[src/aps_pkg.sv]
// shared types and constants for the amplifier power sequencer with brownout guard
// no dependencies; used by aps_step and amp_power_sequencer_brownout
package aps_pkg;

  // sequencer state codes
  localparam logic [1:0] ST_HOLD = 2'd0;
  localparam logic [1:0] ST_MUTE = 2'd1;
  localparam logic [1:0] ST_RUN  = 2'd2;
  localparam logic [1:0] ST_DOWN = 2'd3;

  // command codes
  localparam logic CMD_POLL    = 1'b0;
  localparam logic CMD_RESTART = 1'b1;

  // configuration register indexes
  localparam logic [1:0] CFG_RESET_WAIT = 2'd0;
  localparam logic [1:0] CFG_MUTE_WAIT  = 2'd1;
  localparam logic [1:0] CFG_DROP_LIMIT = 2'd2;

  // widths and reset values
  localparam int unsigned TICK_W   = 16;
  localparam int unsigned SAMPLE_W = 10;
  localparam int unsigned CFG_W    = 16;
  localparam int unsigned CFG_IDX_W = 2;

  localparam logic [TICK_W-1:0]   RESET_WAIT_DEFAULT = 16'd300;
  localparam logic [TICK_W-1:0]   MUTE_WAIT_DEFAULT  = 16'd500;
  localparam logic [SAMPLE_W-1:0] DROP_LIMIT_DEFAULT = 10'd10;

  // persistent sequencer state
  typedef struct packed {
    logic [1:0]          seq_state;
    logic [TICK_W-1:0]   start_time;
    logic [SAMPLE_W-1:0] peak_sample;
    logic [1:0]          last_tick_top;
    logic                mute_out;
    logic                release_out;
  } seq_t;

  // configuration settings
  typedef struct packed {
    logic [TICK_W-1:0]   reset_wait;
    logic [TICK_W-1:0]   mute_wait;
    logic [SAMPLE_W-1:0] drop_limit;
  } cfg_t;

endpackage

[src/aps_step.sv]
// next-state logic for one command of the power sequencer
// depends on aps_pkg for state codes and the state and config structs
module aps_step (
  input  aps_pkg::seq_t                      state_i,
  input  aps_pkg::cfg_t                      cfg_i,
  input  logic                               cmd_i,
  input  logic [aps_pkg::TICK_W-1:0]         now_ticks_i,
  input  logic [aps_pkg::SAMPLE_W-1:0]       adc_sample_i,
  input  logic                               button_i,
  output aps_pkg::seq_t                      state_o,
  output logic                               flash_o
);

  logic [aps_pkg::TICK_W-1:0]   elapsed;
  logic [1:0]                   top;
  logic [aps_pkg::SAMPLE_W-1:0] peak_decay;
  logic [aps_pkg::SAMPLE_W-1:0] peak_track;
  logic [aps_pkg::SAMPLE_W-1:0] drop;

  assign elapsed = now_ticks_i - state_i.start_time;
  assign top     = now_ticks_i[aps_pkg::TICK_W-1 -: 2];

  // decay the peak by one when the top tick bits change
  assign peak_decay = ((top != state_i.last_tick_top) && (state_i.peak_sample != '0))
                      ? state_i.peak_sample - 1'b1 : state_i.peak_sample;

  // peak follows rising samples while running
  assign peak_track = (peak_decay < adc_sample_i) ? adc_sample_i : peak_decay;
  assign drop       = peak_track - adc_sample_i;

  always_comb begin
    state_o = state_i;
    flash_o = 1'b0;
    if (cmd_i == aps_pkg::CMD_RESTART) begin
      state_o.seq_state   = aps_pkg::ST_HOLD;
      state_o.start_time  = now_ticks_i;
      state_o.mute_out    = 1'b1;
      state_o.release_out = 1'b0;
    end else begin
      // power-up sequence, both waits measured from sequence start
      if ((state_o.seq_state == aps_pkg::ST_HOLD) && (elapsed >= cfg_i.reset_wait)) begin
        state_o.release_out = 1'b1;
        state_o.seq_state   = aps_pkg::ST_MUTE;
      end
      if ((state_o.seq_state == aps_pkg::ST_MUTE) && (elapsed >= cfg_i.mute_wait)) begin
        state_o.mute_out  = 1'b0;
        state_o.seq_state = aps_pkg::ST_RUN;
      end
      state_o.peak_sample = peak_decay;
      // brownout check, or restart from down on a button press
      if (state_o.seq_state == aps_pkg::ST_RUN) begin
        state_o.peak_sample = peak_track;
        if (drop > cfg_i.drop_limit) begin
          state_o.mute_out    = 1'b1;
          state_o.release_out = 1'b0;
          state_o.seq_state   = aps_pkg::ST_DOWN;
          flash_o             = 1'b1;
        end
      end else if ((state_o.seq_state == aps_pkg::ST_DOWN) && button_i) begin
        state_o.seq_state   = aps_pkg::ST_HOLD;
        state_o.start_time  = now_ticks_i;
        state_o.mute_out    = 1'b1;
        state_o.release_out = 1'b0;
        state_o.peak_sample = adc_sample_i;
      end
      state_o.last_tick_top = top;
    end
  end

endmodule

[src/amp_power_sequencer_brownout.sv]
// the result is registered at the input transfer and appears on the output in the next cycle
// throughput: one command per cycle; the input stalls only while a result waits unread
// the sequencer state updates at the input transfer, so the next command sees it at once
// reset: sequencer in reset state, muted and held in reset, peak 0, config at defaults,
// output register empty
// depends on aps_pkg and aps_step
module amp_power_sequencer_brownout (
  input  logic                               clk_i,
  input  logic                               rst_ni,
  // configuration writes
  input  logic                               cfg_we_i,
  input  logic [aps_pkg::CFG_IDX_W-1:0]      cfg_index_i,
  input  logic [aps_pkg::CFG_W-1:0]          cfg_data_i,
  // command channel
  input  logic                               in_valid_i,
  output logic                               in_stall_o,
  input  logic                               cmd_i,
  input  logic [aps_pkg::TICK_W-1:0]         now_ticks_i,
  input  logic [aps_pkg::SAMPLE_W-1:0]       adc_sample_i,
  input  logic                               button_i,
  // result channel
  output logic                               out_valid_o,
  input  logic                               out_stall_i,
  output logic                               mute_level_o,
  output logic                               reset_release_o,
  output logic [1:0]                         amp_state_o,
  output logic                               flash_start_o,
  output logic [aps_pkg::SAMPLE_W-1:0]       peak_level_o
);

  aps_pkg::seq_t state_q, state_d;
  aps_pkg::cfg_t cfg_q;
  logic          flash_d;
  logic          out_valid_q;
  logic          flash_q;
  logic          in_xfer;

  // input is taken whenever the output register is empty or draining
  assign in_stall_o = out_valid_q && out_stall_i;
  assign in_xfer    = in_valid_i && !in_stall_o;

  aps_step u_step (
    .state_i      (state_q),
    .cfg_i        (cfg_q),
    .cmd_i        (cmd_i),
    .now_ticks_i  (now_ticks_i),
    .adc_sample_i (adc_sample_i),
    .button_i     (button_i),
    .state_o      (state_d),
    .flash_o      (flash_d)
  );

  // configuration registers
  always_ff @(posedge clk_i or negedge rst_ni) begin
    if (!rst_ni) begin
      cfg_q.reset_wait <= aps_pkg::RESET_WAIT_DEFAULT;
      cfg_q.mute_wait  <= aps_pkg::MUTE_WAIT_DEFAULT;
      cfg_q.drop_limit <= aps_pkg::DROP_LIMIT_DEFAULT;
    end else if (cfg_we_i) begin
      case (cfg_index_i)
        aps_pkg::CFG_RESET_WAIT: cfg_q.reset_wait <= cfg_data_i;
        aps_pkg::CFG_MUTE_WAIT:  cfg_q.mute_wait  <= cfg_data_i;
        aps_pkg::CFG_DROP_LIMIT: cfg_q.drop_limit <= cfg_data_i[aps_pkg::SAMPLE_W-1:0];
        default: ;
      endcase
    end
  end

  // sequencer state
  always_ff @(posedge clk_i or negedge rst_ni) begin
    if (!rst_ni) begin
      state_q.seq_state     <= aps_pkg::ST_HOLD;
      state_q.start_time    <= '0;
      state_q.peak_sample   <= '0;
      state_q.last_tick_top <= '0;
      state_q.mute_out      <= 1'b1;
      state_q.release_out   <= 1'b0;
    end else if (in_xfer) begin
      state_q <= state_d;
    end
  end

  // output valid
  always_ff @(posedge clk_i or negedge rst_ni) begin
    if (!rst_ni) begin
      out_valid_q <= 1'b0;
    end else if (in_xfer) begin
      out_valid_q <= 1'b1;
    end else if (!out_stall_i) begin
      out_valid_q <= 1'b0;
    end
  end

  // flash pulse payload
  always_ff @(posedge clk_i or negedge rst_ni) begin
    if (!rst_ni) begin
      flash_q <= 1'b0;
    end else if (in_xfer) begin
      flash_q <= flash_d;
    end
  end

  // results read straight from the updated state
  assign out_valid_o     = out_valid_q;
  assign mute_level_o    = state_q.mute_out;
  assign reset_release_o = state_q.release_out;
  assign amp_state_o     = state_q.seq_state;
  assign flash_start_o   = flash_q;
  assign peak_level_o    = state_q.peak_sample;

endmodule

[config.mk]
export PLATFORM = sky130hd
export DESIGN_NAME = amp_power_sequencer_brownout
export DESIGN_NICKNAME = d
export VERILOG_FILES = /design/src/aps_pkg.sv /design/src/aps_step.sv /design/src/amp_power_sequencer_brownout.sv
export SDC_FILE = /design/constraint.sdc
export NUM_CORES = 1
export LEC_CHECK = 0
export ABC_AREA = 1
export BUFFER_PORTS_ARGS = -buffer_cell sky130_fd_sc_hd__buf_2
export CORE_MARGIN = 5
export CORE_UTILIZATION = 35
export CTS_CLUSTER_DIAMETER = 40
export DETAILED_ROUTE_END_ITERATION = 12
export PLACE_DENSITY = 0.61
export SETUP_SLACK_MARGIN = 0.3
export SYNTH_ARGS = -nofsm -noshare
export SYNTH_HDL_FRONTEND = slang
export SYNTH_SLANG_ARGS = --single-unit
[constraint.sdc]
create_clock -name clk_i -period 6.9 [get_ports clk_i]
set_clock_uncertainty 0.2 [all_clocks]
set_input_delay 1.38 -clock clk_i [delete_from_list [all_inputs] [get_ports clk_i]]
set_output_delay 1.38 -clock clk_i [all_outputs]
set_load 0.01 [all_outputs]
-- After elaboration in Yosys (flattened, before gate mapping)
Cells that the tools add are included.
- add/sub/neg operators: 3
- magnitude comparators: 4
- equality and inequality tests: 8
- mux-type cells: 23
- bitwise logic cells: 1
- reductions and logical operators: 16
- operators with widths (kind ; count):
    16-bit greater-or-equal comparator ; 2
    10-bit 2-to-1 mux ; 3
    28-bit 2-to-1 mux ; 1
    2-bit 2-to-1 mux ; 10
    18-bit 2-to-1 mux ; 1
    16-bit 2-to-1 mux ; 1
    16-bit subtractor ; 1
    10-bit greater-than comparator ; 1
    10-bit < comparator ; 1
    10-bit nonzero test ; 1
    10-bit by 1-bit subtractor with 10-bit output (second input constant) ; 1
    10-bit subtractor ; 1
    2-bit AND reduction ; 4
    1-bit 2-to-1 mux ; 7
    2-bit equality test (second input constant) ; 3
    1-bit logical AND ; 6
    2-bit by 1-bit equality test with 1-bit output (second input constant) ; 2
    2-bit logical NOT ; 2
    3-bit AND reduction ; 1
    2-bit by 1-bit inequality test with 1-bit output (second input constant) ; 1
    2-bit inequality test ; 1
    2-bit inequality test (second input constant) ; 1
    2-bit nonzero test ; 1
    1-bit logical NOT ; 1
    1-bit inverter ; 1
- flip-flop bits (word level): 76
- input bits: 51
- output and inout port bits: 17
- word-level logic and storage cells: 66

-- Logic depth before layout (Yosys ltp)
Gate-level depths: netlist (run 1).
- depth in word-level cells: 14
- gate-level depth with buffers: 41
- gate-level depth less buffers: 40

-- Hierarchy
A second synthesis (run 1) with hierarchy kept.
- cell total of the unflattened synthesis: 1036
- area total of the unflattened synthesis: 7039.3 um2
- by module, submodules not included (module ; instances ; cells an instance ; area an instance (um2) ; sequential area each (um2)):
    aps_step ; 1 ; 690 ; 3852.4 ; 0.0
    amp_power_sequencer_brownout ; 1 ; 346 ; 3186.8 ; 1918.1

-- Worst setup path before layout (run 1)
No wires, ideal clock.
- path type: input-to-reg
- start: input now_ticks_i[15] (netlist bit)
- end: register state_q (netlist bit reset_release_o)
- library setup time: 129 ps
- arrival: 5634 ps
- data required time: 6571 ps
- setup slack: 938 ps
- stages on the path: 35
- path buffers: 1
- cells stage by stage: inv_2 -> or2_0 -> nand3_2 -> nand2_4 -> inv_2 -> or2_1 -> nand2_1 -> inv_1 -> ha_1 -> a21oi_1 -> o21ai_0 -> a21oi_1 -> clkbuf_1 -> nand3b_1 -> nand2_1 -> ha_1 -> inv_1 -> fa_1 -> nand3_1 -> nand2_1 -> a21oi_1 -> o21bai_1 -> a21oi_1 -> o21ai_0 -> xor2_1 -> ha_1 -> nand2_1 -> nor2_1 -> nand2_1 -> nor2_1 -> a211oi_1 -> a41oi_1 -> nand2_1 -> nand3_1 -> o21ai_0
- longest elaborated chain between the ends: 14
- elaborated cells on any way between the ends: 25
- those cells by class: add/sub (2); order compare (4); eq/ne (4); mux (11); reduce/logical (4)
- RTL lines (element ; line ; source):
    start: declaration ; amp_power_sequencer_brownout.sv:18 ; input logic [aps_pkg::TICK_W-1:0] now_ticks_i,
    16-bit subtractor ; aps_step.sv:20 ; assign elapsed = now_ticks_i - state_i.start_time;
    16-bit greater-or-equal comparator ; aps_step.sv:41 ; if ((state_o.seq_state == aps_pkg::ST_HOLD) && (elapsed >= cfg_i.reset_wait)) begin
    1-bit logical AND ; aps_step.sv:41 ;
    2-bit 2-to-1 mux ; aps_step.sv:41 ;
    2-bit 2-to-1 mux ; aps_step.sv:34 ; if (cmd_i == aps_pkg::CMD_RESTART) begin
    2-bit by 1-bit equality test with 1-bit output ; aps_step.sv:45 ; if ((state_o.seq_state == aps_pkg::ST_MUTE) && (elapsed >= cfg_i.mute_wait)) begin
    1-bit logical AND ; aps_step.sv:45 ;
    2-bit 2-to-1 mux ; aps_step.sv:45 ;
    2-bit 2-to-1 mux ; aps_step.sv:34 ;
    2-bit equality test ; aps_step.sv:59 ; end else if ((state_o.seq_state == aps_pkg::ST_DOWN) && button_i) begin
    1-bit logical AND ; aps_step.sv:59 ;
    2-bit 2-to-1 mux ; aps_step.sv:59 ;
    2-bit 2-to-1 mux (*) ; aps_step.sv:51 ; if (state_o.seq_state == aps_pkg::ST_RUN) begin
    2-bit 2-to-1 mux (*) ; aps_step.sv:34 ;
    end signal: assignment ; amp_power_sequencer_brownout.sv:79 ; state_q <= state_d;
    end: declaration ; amp_power_sequencer_brownout.sv:31 ; aps_pkg::seq_t state_q, state_d;
Mark *: on every way between the ends. The rest lies on a longest branch, timed or not. The select of a mux whose other input is x is not followed.
A chain may end at the register's enable or synchronous reset.

-- Worst setup path in the final report (run 1)
- start: input now_ticks_i[14] (netlist bit)
- end: register state_q (netlist bit reset_release_o)
Same word-level chain as after synthesis.

==> flow_results.org, run 1 <==
** Status
- The run finished with clean final reports.

** Global route
- The number of antenna violations at the first check in global routing came to 0.
- Aggregate global routing overflow :: 0
- Overall routing resource usage :: 0.152
- The first global-routing pass estimated 24700 µm of wire.
- Via count of the first global-routing pass :: 5250
- Maximum number of pins on one net before global-route repair :: 77

** Final layout
- Area Growth Syn to Fin :: 13.0%
- Reg area :: 1920 µm²
- Multi-input gate area in the final layout :: 3440 µm²
- Proportion of layout cells with a drive suffix above 1 :: 0.133
- At the end of the flow, the number of nets in the layout was 1026.
- Post-route cell area :: 6890 µm²
- Post-Layout Cell Count :: 1128
- The layout has 1877 filler cells.

** Floorplan
- Die H :: 142 µm
- FP Rows :: 48
- The die covers 20200 µm².
- 68 I/O pins were placed.
- The core region is 17200 µm².
- Starting density of the core :: 0.355
- The die is 142 µm wide.

** Routing
- In the routed design, unresolved DRC markers number 0.
- Total detailed-routing wirelength :: 14600 µm
- The first TritonRoute pass finished after 5 iterations.
- The detailed router finished its first iteration with 271 violations.
- Dividing the detail-routed wire length by the instance count gives 13.0 µm.
- The final route contains 5354 vias.
- Antenna Nets Post-Route :: 0
- Using the TritonRoute via totals, the vias-per-cell ratio works out to 4.75.

** Placed design
- Area of placed instances :: 6570 µm²
- HPWL after DPL :: 11800 µm
- Port buffer count :: 67
- After detailed placement, the design holds a cell count of 1108.
- At the end of routability-driven placement, the weighted congestion stood at 0.907.

** Critical path
- Highest-delay cell along the critical path :: fa_1
- Of all nets on the critical path, the largest fanout is 9.
- Type of element launching the critical path :: input pin
- Critical Path Sink Type :: register
- Type of the worst setup path :: input pin to register
- Data arrives at the worst endpoint at 6.17 ns.
- STA puts the critical path data required time at 6.92 ns.
- Maximum cell stage delay along the critical path :: 0.40 ns
- Most used cell along the critical path :: nand2_1

** Synthesis
- Synthesis produced 845 cells.
- Post-synthesis area per instance :: 7.22 µm²
- The synthesized design contains 0 enable-type register cells.
- Fraction of synthesis flops using an asynchronous set or reset pin :: 1.00
- Commonest register cell after synthesis :: dfrtp_1
- Synthesis produced a netlist with a net count of 974.
- After synthesis the netlist holds a flip-flop and latch count of 76.
- Summing every instance area after synthesis gives 6100 µm².
- Total number of yosys warnings :: 0
- Register area share after synthesis :: 0.315
- The number of different library cells used by synthesis comes to 38.

** Timing
- The number of max-slew violations in the final report is 0.
- Setup repair after global routing missed its margin :: false
- Highest achievable clock rate :: 163 MHz
- For the pin with the worst max-slew slack, the measured transition is 1.01 ns.
- Final hold violation count :: 0
- Min cycle time layout :: 6.15 ns
- Final number of setup-violating endpoints :: 0
- Sum of negative setup slack :: 0 ns
- In the finished design, the share of the clock period the worst path needs comes to 0.891.
- Hold timing on the final database bottoms out at a slack of 0.282 ns.
- Normalized max-slew margin :: 0.325

** Clock network
- TritonCTS built the clock tree.
- Sinks on Clock Net :: 76
- Counting the buffers created by CTS gives 9.
- CTS H-tree depth :: 3
- CTS placed an instance of clkbuf_16 at the clock tree root.
- The clock reaches the later pin of the worst-skew pair after 0.35 ns.
- Number of buffers on the longest clock path :: 2
- Worst-path clk slew :: 0.06 ns

** Power
- Maximum ir drop on the vdd rail :: 0.183 mV
- Leakage power figure :: 3.74 nW
- In this run the power density over the cells is 433 nW/µm².

** Min path
- Type of the most critical hold path :: register to register

** Run
- The tool flagged a number of max-cap violations equal to 0.
repair_timing:
item,CTS,global route
resized for setup,0,3
endpoints found under the setup margin,0,4
hold buffers,0,0
buffers inserted,0,3
synthesized netlist by cell type (2+ instances only):
master,n,area [µm²]
a21o_1,2,15.0
a21oi_1,63,315
a31oi_1,2,12.5
buf_2,2,10.0
buf_4,13,97.6
clkbuf_1,18,67.6
dfrtp_1,63,1580
dfstp_2,13,342
fa_1,2,40.0
ha_1,76,951
inv_1,149,559
inv_2,3,11.3
nand2_1,202,758
nand2_2,3,18.8
nand3_1,49,245
nand3_2,2,20.0
nand4_1,7,43.8
nor2_1,39,146
nor2_2,3,18.8
nor3_1,6,30.0
o211ai_1,12,90.1
o21ai_0,70,350
o21ai_1,3,15.0
or2_1,2,12.5
xnor2_1,7,61.3
xor2_1,22,193
flip-flops by register name (all words and copies together) (netlist names):
register / count
peak_level_o: 10
cfg_q: 42
amp_state_o: 2
out_valid_o: 1
reset_release_o: 1
state_q: 18
mute_level_o: 1
flash_start_o: 1
report_power, final:
group	internal (mW)	total (mW)	switching, mW
logic	0.748	1.90	1.15
clock network	0.254	0.451	0.197
registers	0.555	0.635	0.0799
total	1.56	2.98	1.42
final timing paths:
kind | depth (start not counted) | to | slack, ns | start
worst max-delay path | 37 | reset_release_o$_DFFE_PN0P_ | 0.75 | now_ticks_i[14]
worst min-delay path | 2 | out_valid_o$_DFFE_PN0P_ | 0.28 | out_valid_o$_DFFE_PN0P_
worst max register to register | 37 | reset_release_o$_DFFE_PN0P_ | 1.01 | peak_level_o[0]$_DFFE_PN0P_
worst min register to register | 2 | out_valid_o$_DFFE_PN0P_ | 0.28 | out_valid_o$_DFFE_PN0P_
max in group asynchronous | 1 | peak_level_o[5]$_DFFE_PN0P_ | 4.90 | rst_ni
min in group asynchronous | 1 | cfg_q[8]$_DFFE_PN0P_ | 0.98 | rst_ni
logic make-up after synthesis:
group	synth area share
AND/OR/NAND/NOR	0.217
buffers and inverters	0.124
AO/OA/AOI/OAI	0.140
adder cells (fa/ha/maj)	0.162
flip-flops	0.315
XOR/XNOR	0.0416
routing by layer:
layer	part of all wire	track usage
met1	0.48	0.198
met2	0.47	0.253
met4	0.016	0.0419
met5	0	0
met3	0.042	0.0383
placed cells by master, fill, tap and decap left out, types with 2 or more instances in the layout:
cell / instances
a21o_1: 2
a21oi_1: 63
a31oi_1: 2
buf_2: 66
buf_4: 9
clkbuf_16: 9
clkinvlp_4: 3
dfrtp_1: 63
dfstp_2: 13
fa_1: 2
ha_1: 76
inv_1: 149
inv_2: 3
nand2_1: 202
nand2_2: 3
nand3_1: 49
nand3_2: 2
nand4_1: 7
nor2_1: 38
nor2_2: 3
nor3_1: 6
o211ai_1: 12
o21ai_0: 70
o21ai_1: 2
o21ai_2: 2
or2_1: 2
xnor2_1: 7
xor2_1: 22
worst max-delay path, delay by kind of cell:
| kind | cells | cell delay [ns] |
|---|---|---|
| and+or+nand+nor | 16 | 1.61 |
| buffers and inverters | 6 | 0.55 |
| adders and majority gates | 4 | 1.10 |
| xor gates and xnor gates | 1 | 0.16 |
| AOI/OAI and AO/OA | 10 | 1.35 |
stage by stage:
| stage | total power, mW | util | worst slack (ns) |
|---|---|---|---|
| 2_1_floorplan | 2.10 | - | 0.938 |
| 3_3_place_gp | 2.49 | 0.383 | 0.409 |
| 3_5_place_dp | 2.51 | 0.383 | 0.245 |
| 4_1_cts | 2.98 | 0.399 | 0.603 |
| 5_1_grt | 3.36 | 0.401 | 0.287 |
| 6_report | 2.98 | 0.401 | 0.753 |
layout make-up:
type	instances	area share
Antenna cell	1	0.000363
Clock buffer	11	0.0352
Clock inverter	5	0.00527
Inverter	152	0.0828
Multi-Input combinational cell	583	0.499
Sequential cell	76	0.278
Tap cell	225	0.0408
Timing Repair Buffer	75	0.0577
No activity file was read; power rests on OpenSTA's default activity.
==> inputs of run 2 (changes only) <==
--- a/config.mk
+++ b/config.mk
@@ -5,7 +5,6 @@
 export SDC_FILE = /design/constraint.sdc
 export NUM_CORES = 1
 export LEC_CHECK = 0
-export ABC_AREA = 1
 export BUFFER_PORTS_ARGS = -buffer_cell sky130_fd_sc_hd__buf_2
 export CORE_MARGIN = 5
 export CORE_UTILIZATION = 35
==> flow_results.org, run 2 <==
** Status
- Result of the run :: complete, no violations

** Final layout
- The multi-input combinational cells in the finished layout cover a total of 3600 µm².
- The count of cells in the finished layout, fillers not included, comes to 947.
- Leading cell types in the layout, fill and taps excluded :: inv_1 (74), ha_1 (74), nand2_1 (65), buf_2 (64), dfrtp_1 (63)
- Register with the most flip-flops :: cfg_q
- Proportion of layout cells with a drive suffix above 1 :: 0.293
- Relative to the synthesized area, the layout overhead comes to 22.5%.
- Number of fill cells :: 1625
- At the end of the flow the core is filled with cells to 0.440.
- The net count of the finished layout is 855.
- The repair_antennas step left the layout with diodes totalling 0.
- Flip-flop count of the largest register after layout :: 42
- Summing all flip-flop and latch instances after layout gives 1920 µm².

** Critical path
- Maximum fanout along the worst path :: 5
- Critical Path Sink Type :: register
- The largest individual stage delay along the critical path comes from the cell or3_4.
- Most used cell along the critical path :: a21oi_2
- R2R Path Start :: peak_level_o[1]$_DFFE_PN0P_
- The most critical setup path has its endpoint at reset_release_o$_DFFE_PN0P_.
- Type of the worst setup path :: input pin to register
- On the worst path, the slowest cell contributes a delay of 0.36 ns.
- Length in cells of the worst reg-to-reg path :: 33
- Across all register-to-register paths, the minimum setup slack is 0.48 ns.
- First element of the critical path :: now_ticks_i[15]
- In this run the critical register-to-register path is captured at reset_release_o$_DFFE_PN0P_.
- Type of element launching the critical path :: input pin
- Critical Path RT :: 6.94 ns
- Arr. time, crit path :: 6.50 ns

** Timing
- Fraction of the cycle the final worst path needs :: 0.937
- Pins over their slew limit :: 0
- Worst Max-Slew Pin Slew :: 1.03 ns
- In the post-route analysis, the smallest setup slack over all paths is 0.433 ns.
- Setup violations remaining at the end of the flow were counted as 0.
- Final hold violation count :: 0
- Normalized max-slew margin :: 0.317
- Static timing analysis puts the maximum clock frequency at 155 MHz.
- Worst hold margin :: 0.305 ns
- Setup repair after global routing missed its margin :: true
- Subtracting the final worst setup slack from the clock period gives 6.47 ns.

** Clock network
- Clock Latency Late Sink :: 0.35 ns
- For this design, the CTS-stage hold fixing added 0 buffers.
- Number of CTS-inserted buffers :: 9
- TritonCTS built the clock tree.
- The clock passes through at most 2 buffers.
- The tree built by TritonCTS fans out to 76 sinks.
- Clock tree synthesis selected as its root buffer the cell clkbuf_16.
- After clock tree synthesis, the clock-pin slew on the worst setup and hold paths is 0.07 ns.
- CTS H-tree depth :: 3

** Routing
- In this run the remaining antenna-violating nets after routing total 0.
- Total detailed-routing wirelength :: 13300 µm
- Detailed routing inserted a total of 4571 vias.
- In the routed layout, each cell is associated on average with a via count of 4.83.
- Iter 0 DRT Violations :: 168
- For this run, the detailed router's first-pass iteration total came to 4.
- After detailed routing, the number of remaining DRC violations is 0.
- Dividing the detail-routed wire length by the instance count gives 14.1 µm.

** Global route
- Entering global routing, the biggest net connects 77 pins.
- Global-route track usage on met2 :: 0.245
- Aggregate global routing overflow :: 0
- Met1 demand-to-capacity share in global routing :: 0.176
- Antenna violations before repair :: 0
- Overall routing resource usage :: 0.140
- The via count of the first global-routing pass came to 4574.
- The first global-routing pass estimated 21900 µm of wire.
- Grt met3 use :: 0.0297
- Busiest metal layer after global routing :: met2

** Floorplan
- I/O pin count :: 68
- Die H :: 138 µm
- Starting density of the core :: 0.359
- Core Region :: 16000 µm²
- The die covers 19100 µm².
- In this run the core area contains 46 standard-cell rows.
- The floorplan step set the die width to 138 µm.

** Power
- VDD sags by at most 0.233 mV.
- Overall power consumption :: 2.88 mW
- Power density over the cells :: 409 nW/µm²
- Leakage power figure :: 3.46 nW

** Synthesis
- Commonest cells in the synthesized netlist :: ha_1 (76), inv_1 (76), nand2_1 (66)
- In the post-synthesis netlist, the biggest area contributors are dfrtp_1 (27%), ha_1 (17%), dfstp_2 (5.9%).
- After synthesis, the mean cell area works out to 9.07 µm².
- Of the post-synthesis cell area, the dominant cell type holds 0.274.
- Counting every instance in the synthesized netlist gives 634.
- Commonest register cell after synthesis :: dfrtp_1
- Yosys mapped a number of flops with a built-in enable equal to 0.
- Count of different cell masters after synthesis :: 58
- In this run the cell area of the synthesized design comes to 5750 µm².
- Synthesis inferred 76 register bits.
- Net count after synthesis :: 763
- Register area share after synthesis :: 0.333
- After synthesis, the share of flip-flops with an asynchronous set or reset is 1.00.
- Of all cell types, the one taking the most synthesized area is dfrtp_1.
- Total number of yosys warnings :: 0

** Min path
- In this run the most critical hold path is launched from cfg_q[4]$_DFFE_PN0P_.
- Type of the most critical hold path :: register to register

** Placed design
- The wire-length estimate of the detail-placed layout is 10300 µm.
- Buffers placed on the I/O ports in this run total 67.
- RD Place Congestion :: 0.867
- The number of placed instances, taps included, is 919.
- Pre-CTS worst setup slack :: -0.0505 ns

** Run
- Maximum capacitance violations :: 0
## run 2: repair_timing
item	4_1_cts	5_1_grt
setup endpoints to repair	4	4
gates cloned	0	0
resized for setup	8	35
setup buffers	3	9
pin swaps	4	37
## run 2: power breakdown
part           internal, mW  total [mW]  switching [mW]
Sequential            0.564       0.642          0.0776
Clock                 0.286       0.505           0.218
Combinational         0.843        1.74           0.892
Total                  1.69        2.88            1.19
## run 2: worst min-delay path by stage
stage	to	slack (ns)	depth (start not counted)
final	cfg_q[4]$_DFFE_PN0P_	0.31	1
after CTS	cfg_q[23]$_DFFE_PN0P_	0.31	1
after detailed placement	state_q[2]$_DFFE_PN0P_	0.29	2
after floorplan	state_q[2]$_DFFE_PN0P_	0.27	2
after global routing	cfg_q[19]$_DFFE_PN0P_	0.32	1
after global placement	cfg_q[23]$_DFFE_PN0P_	0.29	1
## run 2: area by class of cell
cell class                      count  share of cell area
Clock inverter                      7              0.0117
Timing Repair Buffer              107              0.0946
Sequential cell                    76               0.272
Clock buffer                        9              0.0320
Multi-Input combinational cell    456               0.510
Inverter                           76              0.0408
Tap cell                          216              0.0384
## run 2: kinds of logic (layout without fill, tap and decap cells)
logic type | Yosys count | in the layout | share of synthesized area
buffers and inverters | 102 | 199 | 0.0759
AND/OR/NAND/NOR | 165 | 165 | 0.140
adder cells (fa/ha/maj) | 78 | 78 | 0.172
XOR/XNOR | 31 | 31 | 0.0472
multiplexers | 37 | 37 | 0.0711
AO/OA/AOI/OAI | 145 | 145 | 0.160
flip-flops | 76 | 76 | 0.333
## run 2: routing by layer
layer	routed length, µm	part of all wire	vias up
li1	-	-	2381
met1	6160	0.46	2110
met2	6600	0.50	64
met3	412	0.031	16
met4	142	0.011	0
met5	0	0	-
## run 2: worst max-delay path, delay by kind of cell
| kind | cells | cell delay, ns |
|---|---|---|
| AOI/OAI and AO/OA | 12 | 2.02 |
| xor gates and xnor gates | 3 | 0.38 |
| adders and majority gates | 4 | 1.09 |
| buffers and inverters | 3 | 0.28 |
| and+or+nand+nor | 10 | 1.34 |
## run 2: stage by stage
| step | TNS, ns | area, µm² |
|---|---|---|
| finish | 0 | 7050 |
| global route | 0 | 7050 |
| CTS | 0 | 6810 |
| detailed placement | -0.114 | 6450 |
| global placement | 0 | 6450 |
| floorplan | 0 | 5780 |
==> inputs of run 3 (changes only) <==
--- a/config.mk
+++ b/config.mk
@@ -9,9 +9,11 @@
 export CORE_MARGIN = 5
 export CORE_UTILIZATION = 35
 export CTS_CLUSTER_DIAMETER = 40
+export CTS_CLUSTER_SIZE = 8
 export DETAILED_ROUTE_END_ITERATION = 12
 export PLACE_DENSITY = 0.61
 export SETUP_SLACK_MARGIN = 0.3
 export SYNTH_ARGS = -nofsm -noshare
 export SYNTH_HDL_FRONTEND = slang
 export SYNTH_SLANG_ARGS = --single-unit
+export TNS_END_PERCENT = 50
==> constraint.sdc (replaced) <==
create_clock -name clk_i -period 6.9 [get_ports clk_i]
set_clock_uncertainty 0.2 [all_clocks]
set_input_delay 1.035 -clock clk_i [delete_from_list [all_inputs] [get_ports clk_i]]
set_output_delay 1.035 -clock clk_i [all_outputs]
set_load 0.01 [all_outputs]
==> flow_results.org, run 3 (synthesis results as in run 2) <==
** Critical path
- At the worst endpoint, the required time is 6.93 ns.
- The kind of cell with the highest combined delay along the critical path is compound AO/OA/AOI/OAI gates.
- Worst setup slack for register-to-register paths :: 0.48 ns
- Of all nets on the critical path, the largest fanout is 6.
- R2R Path Start :: peak_level_o[1]$_DFFE_PN0P_
- For this run, the slowest stage of the critical path takes 0.53 ns.
- Most used cell along the critical path :: a21o_1
- Type of element launching the critical path :: register
- Together, buffers and inverters on the worst path number 2.
- Length in cells of the worst reg-to-reg path :: 32
- Type of the worst setup path :: register to register
- Critical Path Sink Type :: register
- Data arrives at the worst endpoint at 6.45 ns.
- The slowest stage of the critical path is the or4_4 cell.
- Endpoint of the worst-slack reg-to-reg timing path :: amp_state_o[0]$_DFFE_PN0P_

** Timing
- Setup violations remaining at the end of the flow were counted as 0.
- Pins over their slew limit :: 0
- Normalized max-slew margin :: 0.331
- Highest achievable clock rate :: 156 MHz
- Setup repair after global routing missed its margin :: true
- Of the available clock period, the critical path in the final layout requires 0.931.
- Min cycle time layout :: 6.42 ns
- The final hold violation count came to 0.
- Worst Max-Slew Pin Slew :: 1.00 ns
- Sum of negative setup slack :: 0 ns

** Run
- The tool flagged a number of max-cap violations equal to 0.

** Min path
- The path class of the tightest hold or removal check is register to register.
- Critical hold path startpoint :: cfg_q[19]$_DFFE_PN0P_
- The path with the worst hold slack has its endpoint at cfg_q[19]$_DFFE_PN0P_.
- Counting instances, the worst hold path has a depth of 1.

** Routing
- The first detailed-routing pass took 4 iterations.
- Once detail routing completed, the nets flagged for antenna violations numbered 0.
- Vias :: 4537
- Average wire length per cell after detail routing :: 14.0 µm
- Total detailed-routing wirelength :: 13100 µm
- Via-per-instance ratio :: 4.84
- For this block, the initial DRC count from the detailed router was 167.
- In the routed design, unresolved DRC markers number 0.

** Final layout
- Total Nets Final :: 845
- The register with the most flip-flops in the layout has 42 of them.
- Measured on the finished design, the core utilization comes to 0.429.
- Antenna diode count :: 0
- Leading cell types in the layout, fill and taps excluded :: ha_1 (74), inv_1 (73), nand2_1 (66), buf_2 (66), dfrtp_1 (63)
- Post-Layout Cell Count :: 937
- From synthesis to final layout, the design area changed by 19.4%.
- Ranked by flip-flop count, first place goes to cfg_q.
- Proportion of layout cells with a drive suffix above 1 :: 0.275
- The library cell used most frequently in the layout, excluding fill and tap cells, is ha_1.

** Power
- Power spread over the standard cell area amounts to 407 nW/µm².
- For this design the static power due to leakage is 3.37 nW.
- VDD sags by at most 0.163 mV.

** Clock network
- The H-tree generated during clock tree synthesis spans 3 levels.
- Number of buffers on the longest clock path :: 2
- Clk Tree Root Cell :: clkbuf_16
- After clock tree synthesis, the clock-pin slew on the worst setup and hold paths is 0.06 ns.
- Sinks on Clock Net :: 76
- Number of CTS-inserted buffers :: 9
- TritonCTS built the clock tree.
- At the later pin of the worst-skew pair, clock insertion delay measures 0.35 ns.
- Total of hold buffers inserted after clock tree synthesis :: 0

** Floorplan
- Core Region :: 16000 µm²
- 68 I/O pins were placed.
- The floorplan step set the die height to 138 µm.
- From left edge to right edge, the die measures 138 µm.
- After floorplanning, the core was divided into 46 placement rows.
- The floorplan step defined a die boundary enclosing 19100 µm².
- Starting density of the core :: 0.359

** Global route
- The first global-routing pass estimated 22500 µm of wire.
- Summed over all layers, the global routing overflow is 0.
- Entering global routing, the biggest net connects 77 pins.
- The via count of the first global-routing pass came to 4672.
- For this run, the total global-route usage over all layers was measured as 0.142.
- The number of antenna violations at the first check in global routing came to 0.

** Placed design
- In this run the tool buffered the top-level ports with 67 buffer cells.
- Once placement completed, the tool counted placed cells totaling 909.
- Detailed placement ended at an HPWL of 10200 µm.
- At the end of routability-driven placement, the weighted congestion stood at 0.909.

** Status
- The run finished with clean final reports.
## run 3: cell types whose count changed in the layout (fill, tap and decap cells not counted), sizes merged
cell	delta
buf	-10
clkinv	+4
inv	-3
clkinvlp	-2
clkbuf	+1
## run 3: metrics by stage
stage / hold slack (ns) / setup slack (ns) / total power [mW] / instance area (µm²)
2_1_floorplan: 0.267 / 0.329 / 1.80 / 5750
4_1_cts: 0.305 / 0.312 / 2.69 / 6690
5_1_grt: 0.312 / 0.193 / 3.08 / 6870
6_report: 0.302 / 0.479 / 2.79 / 6870
3_3_place_gp: 0.280 / 0.155 / 2.15 / 6350
3_5_place_dp: 0.292 / 0.0120 / 2.17 / 6350
## run 3: how the worst max path moves through the flow
stage	endpoint	slack, ns	cells after the start	start
after floorplan	reset_release_o$_DFFE_PN0P_	0.33	30	peak_level_o[3]$_DFFE_PN0P_
after global routing	amp_state_o[0]$_DFFE_PN0P_	0.19	32	peak_level_o[1]$_DFFE_PN0P_
after detailed placement	reset_release_o$_DFFE_PN0P_	0.01	32	peak_level_o[0]$_DFFE_PN0P_
final	amp_state_o[0]$_DFFE_PN0P_	0.48	32	peak_level_o[1]$_DFFE_PN0P_
after global placement	reset_release_o$_DFFE_PN0P_	0.15	32	peak_level_o[0]$_DFFE_PN0P_
after CTS	amp_state_o[0]$_DFFE_PN0P_	0.31	33	peak_level_o[1]$_DFFE_PN0P_
## run 3: power breakdown
group | total (mW) | switching, mW | internal (mW)
Combinational | 1.69 | 0.887 | 0.802
Sequential | 0.635 | 0.0705 | 0.565
Clock | 0.467 | 0.191 | 0.277
## run 3: layout make-up
type | instances | area, µm²
Sequential cell | 76 | 1920
Inverter | 76 | 285
Timing Repair Buffer | 97 | 563
Clock inverter | 6 | 55.1
Clock buffer | 10 | 229
Multi-Input combinational cell | 456 | 3550
Tap cell | 216 | 270
Fill cell | 1631 | 9130
## run 3: per-layer routing
metal,global-route usage,part of all wire,vias to the layer above
li1,-,-,2361
met4,0.0437,0.014,0
met5,0,0,-
met1,0.183,0.47,2091
met2,0.241,0.48,73
met3,0.0290,0.035,12
## run 3: timing repair
action | 4_1_cts | 5_1_grt
buffers inserted | 2 | 10
setup endpoints to repair | 4 | 4
gates resized for setup | 10 | 25
pin swaps | 3 | 32
